[src/hw/rtl/xrg_pkg.sv]
// ----------------------------------------------------------------------------
// xrg_pkg
// Shared types, constants and the xorshift step for the range generator.
// ----------------------------------------------------------------------------
`default_nettype none

package xrg_pkg;

    localparam int unsigned WORD_W = 32;
    localparam int unsigned ADDR_W = 3;

    localparam logic [WORD_W-1:0] ZERO_FIX    = 32'h9e37_79b9;
    localparam int unsigned       SHIFT_A     = 13;
    localparam int unsigned       SHIFT_B     = 17;
    localparam int unsigned       SHIFT_C     = 5;
    localparam logic [WORD_W-1:0] CHANCE_SPAN = 32'd100;
    localparam logic [WORD_W-1:0] CHANCE_LOW  = 32'd1;

    // register index of the seed
    localparam logic REG_SEED = 1'b0;

    typedef enum logic [1:0] {
        FUNC_RAW    = 2'd0,
        FUNC_RANGE  = 2'd1,
        FUNC_CHANCE = 2'd2,
        FUNC_NOP    = 2'd3
    } func_t;

    // request to the modulo unit
    typedef struct packed {
        logic              start;
        logic [WORD_W-1:0] dividend;
        logic [WORD_W-1:0] divisor;
    } div_ctrl_t;

    // status from the modulo unit
    typedef struct packed {
        logic              busy;
        logic              done;
        logic [WORD_W-1:0] remainder;
    } div_stat_t;

    // one xorshift step, zero state replaced first
    function automatic logic [WORD_W-1:0] xs_step(input logic [WORD_W-1:0] s);
        logic [WORD_W-1:0] x;
        x = (s == '0) ? ZERO_FIX : s;
        x = x ^ (x << SHIFT_A);
        x = x ^ (x >> SHIFT_B);
        x = x ^ (x << SHIFT_C);
        return x;
    endfunction

endpackage

`default_nettype wire

[src/hw/rtl/xrg_mod_unit.sv]
// ----------------------------------------------------------------------------
// xrg_mod_unit
// Restoring remainder unit: one dividend bit per cycle.
// ----------------------------------------------------------------------------
`default_nettype none

module xrg_mod_unit (
    input  wire                      aclk,
    input  wire                      aresetn,
    input  wire xrg_pkg::div_ctrl_t  ctrl,
    output xrg_pkg::div_stat_t       stat
);
    import xrg_pkg::*;

    localparam int unsigned CNT_W = $clog2(WORD_W);

    logic              busy_reg, busy_next;
    logic              done_reg, done_next;
    logic [CNT_W-1:0]  cnt_reg, cnt_next;
    logic [WORD_W-1:0] dvd_reg, dvd_next;
    logic [WORD_W-1:0] dsr_reg, dsr_next;
    logic [WORD_W-1:0] rem_reg, rem_next;

    logic [WORD_W:0]   shifted;
    logic [WORD_W:0]   diff;
    logic              fits;

    // one restoring step
    always_comb begin
        shifted = {rem_reg, dvd_reg[WORD_W-1]};
        diff    = shifted - {1'b0, dsr_reg};
        fits    = shifted >= {1'b0, dsr_reg};
    end

    // sequencing
    always_comb begin
        busy_next = busy_reg;
        done_next = 1'b0;
        cnt_next  = cnt_reg;
        dvd_next  = dvd_reg;
        dsr_next  = dsr_reg;
        rem_next  = rem_reg;
        if (busy_reg) begin
            rem_next = fits ? diff[WORD_W-1:0] : shifted[WORD_W-1:0];
            dvd_next = {dvd_reg[WORD_W-2:0], 1'b0};
            cnt_next = cnt_reg + 1'b1;
            if (cnt_reg == CNT_W'(WORD_W - 1)) begin
                busy_next = 1'b0;
                done_next = 1'b1;
            end
        end else if (ctrl.start) begin
            busy_next = 1'b1;
            cnt_next  = '0;
            dvd_next  = ctrl.dividend;
            dsr_next  = ctrl.divisor;
            rem_next  = '0;
        end
    end

    always_ff @(posedge aclk) begin
        if (!aresetn) begin
            busy_reg <= 1'b0;
            done_reg <= 1'b0;
            cnt_reg  <= '0;
        end else begin
            busy_reg <= busy_next;
            done_reg <= done_next;
            cnt_reg  <= cnt_next;
        end
        dvd_reg <= dvd_next;
        dsr_reg <= dsr_next;
        rem_reg <= rem_next;
    end

    assign stat.busy      = busy_reg;
    assign stat.done      = done_reg;
    assign stat.remainder = rem_reg;

`ifndef SYNTHESIS
    // a start while idle launches the unit
    a_start_busy: assert property (@(posedge aclk) disable iff (!aresetn)
        ctrl.start && !busy_reg |=> busy_reg)
        else $error("mod unit did not start");

    // done follows the last busy cycle
    a_done_after_busy: assert property (@(posedge aclk) disable iff (!aresetn)
        done_reg |-> $past(busy_reg) && !busy_reg)
        else $error("done without a finished pass");

    // remainder below a nonzero divisor
    a_rem_range: assert property (@(posedge aclk) disable iff (!aresetn)
        done_reg && dsr_reg != '0 |-> rem_reg < dsr_reg)
        else $error("remainder not reduced");
`endif

endmodule

`default_nettype wire

[src/hw/rtl/xorshift_range_generator.sv]
// ----------------------------------------------------------------------------
// xorshift_range_generator
// Xorshift32 random source serving raw words, ranged draws and percent chances.
// ----------------------------------------------------------------------------
//  channel   ports                          role
//  s_        valid/ready, func, bounds, pct request word in
//  m_        valid/ready, word, value, hit  result word out
//  apb       psel/penable/pwrite/paddr      seed register (index 0)
//
//  raw words, nop, empty or full ranges go from S_IDLE via S_DONE to m_valid
//  modulo draws pass through S_DIV: the shared remainder unit resolves one bit a cycle
//  one request is in flight at a time; s_ready is high only while idle
//  the finished word sits in the output register until m_ready takes it
//  synchronous active-low reset clears the generator state and the seed to zero
// ----------------------------------------------------------------------------
`default_nettype none

module xorshift_range_generator (
    input  wire                                aclk,
    input  wire                                aresetn,
    // request channel
    input  wire                                s_valid,
    output logic                               s_ready,
    input  wire  [1:0]                         s_func,
    input  wire  signed [xrg_pkg::WORD_W-1:0]  s_low_bound,
    input  wire  signed [xrg_pkg::WORD_W-1:0]  s_high_bound,
    input  wire  signed [xrg_pkg::WORD_W-1:0]  s_percent,
    // result channel
    output logic                               m_valid,
    input  wire                                m_ready,
    output logic [xrg_pkg::WORD_W-1:0]         m_random_word,
    output logic signed [xrg_pkg::WORD_W-1:0]  m_range_value,
    output logic                               m_chance_hit,
    output logic                               m_advanced,
    // configuration port
    input  wire                                psel,
    input  wire                                penable,
    input  wire                                pwrite,
    input  wire  [xrg_pkg::ADDR_W-1:0]         paddr,
    input  wire  [xrg_pkg::WORD_W-1:0]         pwdata,
    output logic [xrg_pkg::WORD_W-1:0]         prdata,
    output logic                               pready
);
    import xrg_pkg::*;

    typedef enum logic [1:0] {
        S_IDLE,
        S_DIV,
        S_DONE
    } fsm_t;

    fsm_t              fsm_reg, fsm_next;
    logic [WORD_W-1:0] gen_reg, gen_next;
    logic [WORD_W-1:0] seed_reg, seed_next;
    func_t             func_reg, func_next;
    logic [WORD_W-1:0] low_reg, low_next;
    logic [WORD_W-1:0] pct_reg, pct_next;
    logic [WORD_W-1:0] pend_word_reg, pend_word_next;
    logic [WORD_W-1:0] pend_rv_reg, pend_rv_next;
    logic              pend_adv_reg, pend_adv_next;
    logic              m_valid_reg, m_valid_next;
    logic [WORD_W-1:0] m_word_reg, m_word_next;
    logic [WORD_W-1:0] m_rv_reg, m_rv_next;
    logic              m_hit_reg, m_hit_next;
    logic              m_adv_reg, m_adv_next;

    div_ctrl_t         div_ctrl;
    div_stat_t         div_stat;

    logic              s_fire;
    logic              cfg_wr;
    logic [WORD_W-1:0] xs_word;
    logic [WORD_W-1:0] span;
    logic              in_empty;

    xrg_mod_unit u_mod (
        .aclk    (aclk),
        .aresetn (aresetn),
        .ctrl    (div_ctrl),
        .stat    (div_stat)
    );

    // configuration port
    assign pready = 1'b1;
    assign cfg_wr = psel && penable && pwrite && (paddr[ADDR_W-1] == REG_SEED);
    assign prdata = (paddr[ADDR_W-1] == REG_SEED) ? seed_reg : '0;

    // request decode
    assign s_ready  = (fsm_reg == S_IDLE);
    assign s_fire   = s_valid && s_ready;
    assign xs_word  = xs_step(gen_reg);
    assign span     = s_high_bound - s_low_bound + 1'b1;
    assign in_empty = (s_low_bound >= s_high_bound);

    // sequencer
    always_comb begin
        fsm_next       = fsm_reg;
        gen_next       = gen_reg;
        seed_next      = seed_reg;
        func_next      = func_reg;
        low_next       = low_reg;
        pct_next       = pct_reg;
        pend_word_next = pend_word_reg;
        pend_rv_next   = pend_rv_reg;
        pend_adv_next  = pend_adv_reg;
        m_valid_next   = m_valid_reg;
        m_word_next    = m_word_reg;
        m_rv_next      = m_rv_reg;
        m_hit_next     = m_hit_reg;
        m_adv_next     = m_adv_reg;
        div_ctrl       = '{start: 1'b0, dividend: xs_word, divisor: span};

        // output register drains independently
        if (m_valid_reg && m_ready) begin
            m_valid_next = 1'b0;
        end

        unique case (fsm_reg)
            S_IDLE: begin
                if (s_fire) begin
                    func_next      = func_t'(s_func);
                    pct_next       = s_percent;
                    low_next       = s_low_bound;
                    pend_word_next = gen_reg;
                    pend_rv_next   = '0;
                    pend_adv_next  = 1'b0;
                    fsm_next       = S_DONE;
                    unique case (func_t'(s_func))
                        FUNC_RAW: begin
                            gen_next       = xs_word;
                            pend_word_next = xs_word;
                            pend_adv_next  = 1'b1;
                        end
                        FUNC_RANGE: begin
                            if (in_empty) begin
                                pend_rv_next = s_low_bound;
                            end else begin
                                gen_next       = xs_word;
                                pend_word_next = xs_word;
                                pend_adv_next  = 1'b1;
                                if (span == '0) begin
                                    // full 32-bit range wraps
                                    pend_rv_next = s_low_bound + xs_word;
                                end else begin
                                    div_ctrl.start = 1'b1;
                                    fsm_next       = S_DIV;
                                end
                            end
                        end
                        FUNC_CHANCE: begin
                            gen_next         = xs_word;
                            pend_word_next   = xs_word;
                            pend_adv_next    = 1'b1;
                            low_next         = CHANCE_LOW;
                            div_ctrl.start   = 1'b1;
                            div_ctrl.divisor = CHANCE_SPAN;
                            fsm_next         = S_DIV;
                        end
                        default: begin
                        end
                    endcase
                end
            end
            S_DIV: begin
                if (div_stat.done) begin
                    pend_rv_next = low_reg + div_stat.remainder;
                    fsm_next     = S_DONE;
                end
            end
            S_DONE: begin
                if (!m_valid_reg || m_ready) begin
                    m_valid_next = 1'b1;
                    m_word_next  = pend_word_reg;
                    m_rv_next    = pend_rv_reg;
                    m_adv_next   = pend_adv_reg;
                    m_hit_next   = (func_reg == FUNC_CHANCE) &&
                                   ($signed(pend_rv_reg) <= $signed(pct_reg));
                    fsm_next     = S_IDLE;
                end
            end
            default: begin
                fsm_next = S_IDLE;
            end
        endcase

        // seed write loads the generator
        if (cfg_wr) begin
            seed_next = pwdata;
            gen_next  = pwdata;
        end
    end

    always_ff @(posedge aclk) begin
        if (!aresetn) begin
            fsm_reg     <= S_IDLE;
            gen_reg     <= '0;
            seed_reg    <= '0;
            m_valid_reg <= 1'b0;
        end else begin
            fsm_reg     <= fsm_next;
            gen_reg     <= gen_next;
            seed_reg    <= seed_next;
            m_valid_reg <= m_valid_next;
        end
        func_reg      <= func_next;
        low_reg       <= low_next;
        pct_reg       <= pct_next;
        pend_word_reg <= pend_word_next;
        pend_rv_reg   <= pend_rv_next;
        pend_adv_reg  <= pend_adv_next;
        m_word_reg    <= m_word_next;
        m_rv_reg      <= m_rv_next;
        m_hit_reg     <= m_hit_next;
        m_adv_reg     <= m_adv_next;
    end

    assign m_valid       = m_valid_reg;
    assign m_random_word = m_word_reg;
    assign m_range_value = m_rv_reg;
    assign m_chance_hit  = m_hit_reg;
    assign m_advanced    = m_adv_reg;

`ifndef SYNTHESIS
    // remainder unit only reports while a draw waits on it
    a_done_in_div: assert property (@(posedge aclk) disable iff (!aresetn)
        div_stat.done |-> fsm_reg == S_DIV)
        else $error("remainder done outside a draw");

    // a raw word needs no remainder pass
    a_raw_short: assert property (@(posedge aclk) disable iff (!aresetn)
        s_fire && s_func == FUNC_RAW |=> fsm_reg == S_DONE)
        else $error("raw request took the long path");

    // a chance hit is always a stepped draw within 1..100
    a_hit_range: assert property (@(posedge aclk) disable iff (!aresetn)
        m_valid_reg && m_hit_reg |-> m_adv_reg &&
            $signed(m_rv_reg) >= 1 && $signed(m_rv_reg) <= 100)
        else $error("chance hit out of range");
`endif

endmodule

`default_nettype wire

[config.mk]
export PLATFORM = sky130hd
export DESIGN_NAME = xorshift_range_generator
export DESIGN_NICKNAME = d
export VERILOG_FILES = /design/src/hw/rtl/xrg_pkg.sv /design/src/hw/rtl/xrg_mod_unit.sv /design/src/hw/rtl/xorshift_range_generator.sv
export SDC_FILE = /design/constraint.sdc
export NUM_CORES = 1
export LEC_CHECK = 0
export BUFFER_PORTS_ARGS = -buffer_cell sky130_fd_sc_hd__buf_2
export CAP_MARGIN = 30
export CORE_MARGIN = 5
export CORE_UTILIZATION = 55
export DETAILED_ROUTE_END_ITERATION = 8
export MAX_ROUTING_LAYER = met4
export PLACE_DENSITY_LB_ADDON = 0.25
export SLEW_MARGIN = 5
export SYNTH_ARGS = -nofsm -noshare
export SYNTH_HDL_FRONTEND = slang
export SYNTH_SLANG_ARGS = --single-unit
[constraint.sdc]
create_clock -name aclk -period 7.5 [get_ports aclk]
set_input_delay 0 -clock aclk [delete_from_list [all_inputs] [get_ports aclk]]
set_output_delay 0 -clock aclk [all_outputs]
set_load 0.01 [all_outputs]
; ---- Word level (Yosys, flattened, before mapping)
; Cells that the tools add are included.
[word_totals]
regBits = 367
input_bits = 140
out_inout_bits = 101
word_cells = 112
[classes]
add_sub_neg = 6
magnitude_cmp = 3
eq_ne = 9
muxes = 44
n_bitwise = 5
n_reduce_logical = 24
[op_table]
columns = cell, n
row1 = 2-to-1 mux 32 bit, 19
row2 = case mux 32 bit (2 select lines), 2
row3 = adder 32 bit, 2
row4 = zero test 32 bit, 2
row5 = subtractor 32 bit, 2
row6 = XOR 32 bit, 2
row7 = >= comparator 33 x 32 -> 1 bit, 1
row8 = "adder 32 x 1 -> 32 bit, second input constant", 1
row9 = >= comparator 32 bit, 1
row10 = <= comparator 32 bit, 1
row11 = XOR 32 x 15 -> 32 bit, 1
row12 = 2-to-1 mux 1 bit, 12
row13 = 2-to-1 mux 2 bit, 5
row14 = 2-to-1 mux 5 bit, 2
row15 = AND reduction 2 bit, 5
row16 = nonzero test 2 bit, 4
row17 = "equality test 2 bit, second input constant", 3
row18 = logical AND 1 bit, 6
row19 = case mux 2 bit (3 select lines), 1
row20 = AND reduction 3 bit, 2
row21 = "adder 5 x 1 -> 5 bit, second input constant", 1
row22 = "equality test 5 bit, second input constant", 1
row23 = "equality test 2 x 1 -> 1 bit, second input constant", 2
row24 = zero test 2 bit, 2
row25 = 8 further kinds, 11

; ---- Longest topological paths before layout
[depth]
word_depth = 11
mapped_depth = 20

; ---- By module
; From an unflattened synthesis, not the netlist that was laid out.
[unflattened]
cells_unflattened = 2472
area_unflattened_um2 = 24417.2
[by_module_without_submodules]
columns = module, instances, cells_each, area_per_inst_um2, seq_area_each_um2
row1 = xorshift_range_generator, 1, 1920, 18406.4, 7257.0
row2 = xrg_mod_unit, 1, 552, 6010.8, 3012.9

; ---- Least setup slack after synthesis
; No wires, ideal clock.
[synth_path]
kind = flip-flop to flip-flop
from = reg fsm_reg[1]
to = reg u_mod.dsr_reg[0] (enable)
setup_time_ns = 0.421
arrival_time_ns = 5.833
required_ns = 7.079
path_slack_ns = 1.246
path_stages_with_launch = 9
n_path_buf = 2
synth_period_minus_slack_ns = 6.254
path_cell_list = dfxtp_1 -> nor2_1 -> and2_1 -> clkbuf_1 -> nand2_1 -> a21oi_1 -> nand2_2 -> buf_2 -> nor2_1
[synth_between]
elab_chain_cells = 5
[synth_lines]
columns = item, line
row1 = "start, declared", xorshift_range_generator.sv:52  ; fsm_t fsm_reg, fsm_next;
row2 = "start signal, assigned", xorshift_range_generator.sv:200  ; fsm_reg <= fsm_next;
row3 = zero test 2 bit *, xorshift_range_generator.sv:89  ; assign s_ready = (fsm_reg == S_IDLE);
row4 = named net s_ready, xorshift_range_generator.sv:23  ; output logic s_ready,
row5 = logical AND 1 bit, xorshift_range_generator.sv:90  ; assign s_fire = s_valid && s_ready;
row6 = 2-to-1 mux 1 bit, xorshift_range_generator.sv:120  ; if (s_fire) begin
row7 = 2-to-1 mux 1 bit *, xorshift_range_generator.sv:118  ; unique case (fsm_reg)
row8 = AND reduction 2 bit (no line) *, -
row9 = "end signal, assigned", xrg_mod_unit.sv:71  ; dsr_reg <= dsr_next;
row10 = "end, declared", xrg_mod_unit.sv:21  ; logic [WORD_W-1:0] dsr_reg, dsr_next;
; The timed path passes the listed nets; every way through them passes the cells marked *.
; A chain may end at the register's enable or synchronous reset.

; ---- Final worst setup path
[layout_path]
from = reg gen_reg[5]
to = reg pend_rv_reg[31] (data pin)
[layout_between]
elab_chain_cells = 11
[layout_lines]
columns = item, line
row1 = "start, declared", xorshift_range_generator.sv:53  ; logic [WORD_W-1:0] gen_reg, gen_next;
row2 = "start signal, assigned", xorshift_range_generator.sv:201  ; gen_reg <= gen_next;
row3 = zero test 32 bit, xrg_pkg.sv:46  ; x = (s == '0) ? ZERO_FIX : s;
row4 = 2-to-1 mux 32 bit *, xrg_pkg.sv:46
row5 = XOR 32 bit *, xrg_pkg.sv:47  ; x = x ^ (x << SHIFT_A);
row6 = XOR 32 x 15 -> 32 bit *, xrg_pkg.sv:48  ; x = x ^ (x >> SHIFT_B);
row7 = XOR 32 bit *, xrg_pkg.sv:49  ; x = x ^ (x << SHIFT_C);
row8 = adder 32 bit *, xorshift_range_generator.sv:143  ; pend_rv_next = s_low_bound + xs_word;
row9 = 2-to-1 mux 32 bit *, xorshift_range_generator.sv:141  ; if (span == '0) begin
row10 = 2-to-1 mux 32 bit *, xorshift_range_generator.sv:135  ; if (in_empty) begin
row11 = 2-to-1 mux 32 bit *, xorshift_range_generator.sv:128  ; unique case (func_t'(s_func))
row12 = 2-to-1 mux 32 bit *, xorshift_range_generator.sv:120
row13 = case mux 32 bit (2 select lines) *, xorshift_range_generator.sv:118
row14 = named net pend_rv_next[31], xorshift_range_generator.sv:59  ; logic [WORD_W-1:0] pend_rv_reg, pend_rv_next;
row15 = "end signal, assigned", xorshift_range_generator.sv:209  ; pend_rv_reg <= pend_rv_next;
row16 = "end, declared", xorshift_range_generator.sv:59
; The timed path passes the listed nets; every way through them passes the cells marked *. The select of a mux whose other input is x is not followed.

==> reports/results.tsv <==
stage	metric	value	unit
power	Cell Pwr Density	251	nW/um2
worst_setup_path	Worst path top cell family by delay	compound AO/OA/AOI/OAI gates	
worst_setup_path	CP Max Fanout	6	
cells_and_area	Final #Nets	3125	
worst_setup_path	Setup CP Type	register to register	
worst_setup_path	Reg2Reg Setup Slack	1870	ps
routing	vias	20701	
synth	Synth Cell Area	24200	um2
power	LEAKAGE	0.0121	uW
worst_setup_path	Critical Path AT	5930	ps
clock_tree	TritonCTS Buffers	41	
synth	xor/xnor share of the synthesized area	6.44	%
floorplanning	row cnt	76	
worst_setup_path	Worst setup SP type	register	
hold_path	hold wc startpoint	s_high_bound[3]	
clock_tree	Clock Latency Late Sink	580	ps
routing	DR DRC count	0	
routing	post-route ant nets	0	
routing	routed vias/inst	6.10	
place	Area after DPL	25900	um2
place	detailed-placement wirelength estimate	57400	um
clock_tree	number of setup buffers added after CTS	0	
cells_and_area	Finished Layout Cells	3394	
sta	post-route setup slack	1870	ps
global_route	gr usage total	31.8	%
clock_tree	clk buf depth	3	
hold_path	WHS Endpoint	u_mod.dsr_reg[3]	
global_route	largest net degree at the start of global routing	76	
synth	Post-Syn Nets	2817	
worst_setup_path	CP max stage delay	690	ps
place	number of buffers added on ports	237	
power	VDD IR max	0.157	mV
hold_path	Hold Crit Class	primary input to register	
worst_setup_path	WP data required	7810	ps
global_route	total grt overflow	0	
synth	cell taking the most area after synthesis	edfxtp_1	
routing	Initial DRC Count	1974	
clock_tree	# H-tree levels	2	
hold_path	WHS Path Cells	4	
sta	Max Clk Rate	178	MHz
sta	Max transition margin	35.4	%
worst_setup_path	CP bufs+invs	0	
global_route	initial antenna violation count	4	
synth	Post-synth EDFFs	292	
floorplanning	core area	43300	um2
synth	fraction of registers with async set/reset	0	%
sta	TNS Setup	0	ps
clock_tree	Clock Sinks	367	
worst_setup_path	R2R Path Start	gen_reg[5]	
sta	Slew Viols, Final	0	
worst_setup_path	Most common cell on crit path	xor2_1	
global_route	first-pass GRT wire length	116000	um
cells_and_area	Finished Cell Area	28400	um2
sta	Worst Tran Pin Value	966	ps
worst_setup_path	worst-path cell chain	xnor2_1 -> xor2_1 -> xor2_1 -> ha_1 -> and4_1 -> nor2b_1 -> a311oi_1 -> nor3b_1 -> a211o_1 -> o21a_1 -> a41oi_1 -> mux2i_1 -> a21bo_2 -> a21oi_1 -> a221o_1	
synth	Synth warnings	0	
floorplanning	die height	220	um
synth	Compound-Gate Fraction of Synth Area	20.1	%
synth	cell count after synthesis	2464	
synth	register area share after synthesis	42.5	%
synth	Synth top area share	36.3	%
floorplanning	die area	48300	um2
synth	Synth Register Bits	367	
routing	drt wl/cell	22.6	um
cells_and_area	Final Util	65.7	%
routing	drt first pass iters	8	
sta	RSZ-0062 raised after global routing	no	
sta	final setup fails	0	
outcome	status	completed	
synth	syn avg cell area	9.81	um2
worst_setup_path	Slowest cell on crit path	xor2_1	
clock_tree	CTS clk-pin slew, worst paths	60	ps
sta	Tmin final	5630	ps
routing	final WL	76800	um
sta	clock skew	24.2	ps
synth	main combinational cell family by area after synthesis	compound AO/OA/AOI/OAI gates	
place	DP Worst Slack	2020	ps
cells_and_area	P&R area growth vs syn	17.6	%
synth	simple-gate portion of the synthesized area	14.1	%
clock_tree	CTS tree	done	
worst_setup_path	reg2reg path depth	15	
flow_run	maxcap violations	0	
sta	fin crit share	75.0	%
synth	ranking of synthesized cells by area	edfxtp_1 (36%), ha_1 (11%), dfxtp_1 (6.2%), xnor2_1 (3.6%), nand2_1 (3.5%)	
floorplanning	I/O pins	241	
synth	Netlist cell types	95	
synth	Most used DFF post-synth	edfxtp_1	
place	placed insts	3209	
synth	adder-cell share of the synthesized area	11.4	%
global_route	number of global-route vias before repair	20085	
place	Placer Congestion	0.959	
cells_and_area	share of cells above drive strength 1	13.7	%
synth	multiplexer share of the synthesized area	1.00	%
sta	Hold Vio Cnt, Final	0	
floorplanning	Initial Util	55.9	%
worst_setup_path	R2R Path End	pend_rv_reg[31]	
worst_setup_path	crit end category	register	
clock_tree	CTS Root Cell	clkbuf_16	
floorplanning	Die X	220	um
==> cells in the final DEF (no fill, tap or decap), drive strengths merged, types with 17 or more instances in the layout <==
master	count
o21ai	160
clkbuf	45
buf	265
nand2	228
nand4	31
nor3	29
o31ai	20
nor2	187
clkinv	17
a21o	76
xor2	72
a21oi	128
mux2i	22
a31oi	19
a221oi	32
a21boi	42
a211oi	24
dlygate4sd3	102
a22o	33
nor2b	54
xnor2	102
ha	209
dfxtp	75
edfxtp	292
nand2b	23
o211ai	22
a22oi	23
nand3	33
o21a	26
and2	31
and3	19
nor4	20
inv	174
==> cells by family after synthesis <==
| group | after synthesis |
|---|---|
| other cells | 1 |
| buf+inv | 273 |
| compound gates | 700 |
| flops | 367 |
| simple gates | 706 |
| mux | 24 |
| fa+ha+maj | 219 |
| xor+xnor | 174 |
==> layout make-up <==
cell class | count | area (um2)
Antenna cell | 4 | 10.0
Clock buffer | 45 | 1050
Clock inverter | 31 | 384
Fill cell | 3403 | 14800
Inverter | 170 | 638
Multi-Input combinational cell | 1824 | 12900
Sequential cell | 367 | 10300
Tap cell | 585 | 732
Timing Repair Buffer | 368 | 2490
==> worst max-delay path by stage <==
stage / startpoint / endpoint / slack (ps) / cells after the start
2_1_floorplan: fsm_reg[1] / u_mod.dsr_reg[0] / 1250 / 8
3_3_place_gp: gen_reg[5] / pend_rv_reg[31] / 2070 / 15
3_5_place_dp: gen_reg[5] / pend_rv_reg[31] / 2020 / 15
4_1_cts: gen_reg[5] / pend_rv_reg[31] / 1990 / 15
5_1_grt: s_low_bound[1] / u_mod.rem_reg[23] / 1670 / 18
6_report: gen_reg[5] / pend_rv_reg[31] / 1870 / 15
==> per-layer routing <==
metal / global-route usage [%] / vias to the layer above / part of all wire [%]
li1: - / 9656 / -
met1: 44.2 / 10001 / 44
met2: 48.7 / 889 / 45
met3: 4.82 / 155 / 8.1
met4: 9.42 / 0 / 3.1
met5: - / - / 0
==> per-stage QoR <==
stage | total power [uW] | hold WS, ps
floorplan | 4210 | 46.4
global placement | 4860 | 180
detailed placement | 4910 | 178
CTS | 7110 | 71.4
global route | 7470 | 147
finish | 7150 | 141
==> timing repair <==
item                                   in CTS  in global routing
endpoints found under the hold margin     154                 38
hold buffers                              100                  2
resized for setup                           0                  0
==> where the power goes <==
group          internal, uW  switching, uW
combinational           963           1500
clock                  1300            861
sequential             2410            109
==> synth_stat cells (54+ instances only) <==
cell / instances
a21oi_1: 126
xor2_1: 71
nor2_1: 187
nand2_1: 227
inv_1: 169
edfxtp_1: 292
a21o_1: 76
dfxtp_1: 75
nor2b_1: 54
ha_1: 209
xnor2_1: 100
clkbuf_1: 76
o21ai_0: 158
==> worst min-delay path, stage by stage <==
cell     delay (ps)
buf_2           100
ha_1            220
xnor2_1         140
nor2_1          120
(Power assumes the default switching activity.)
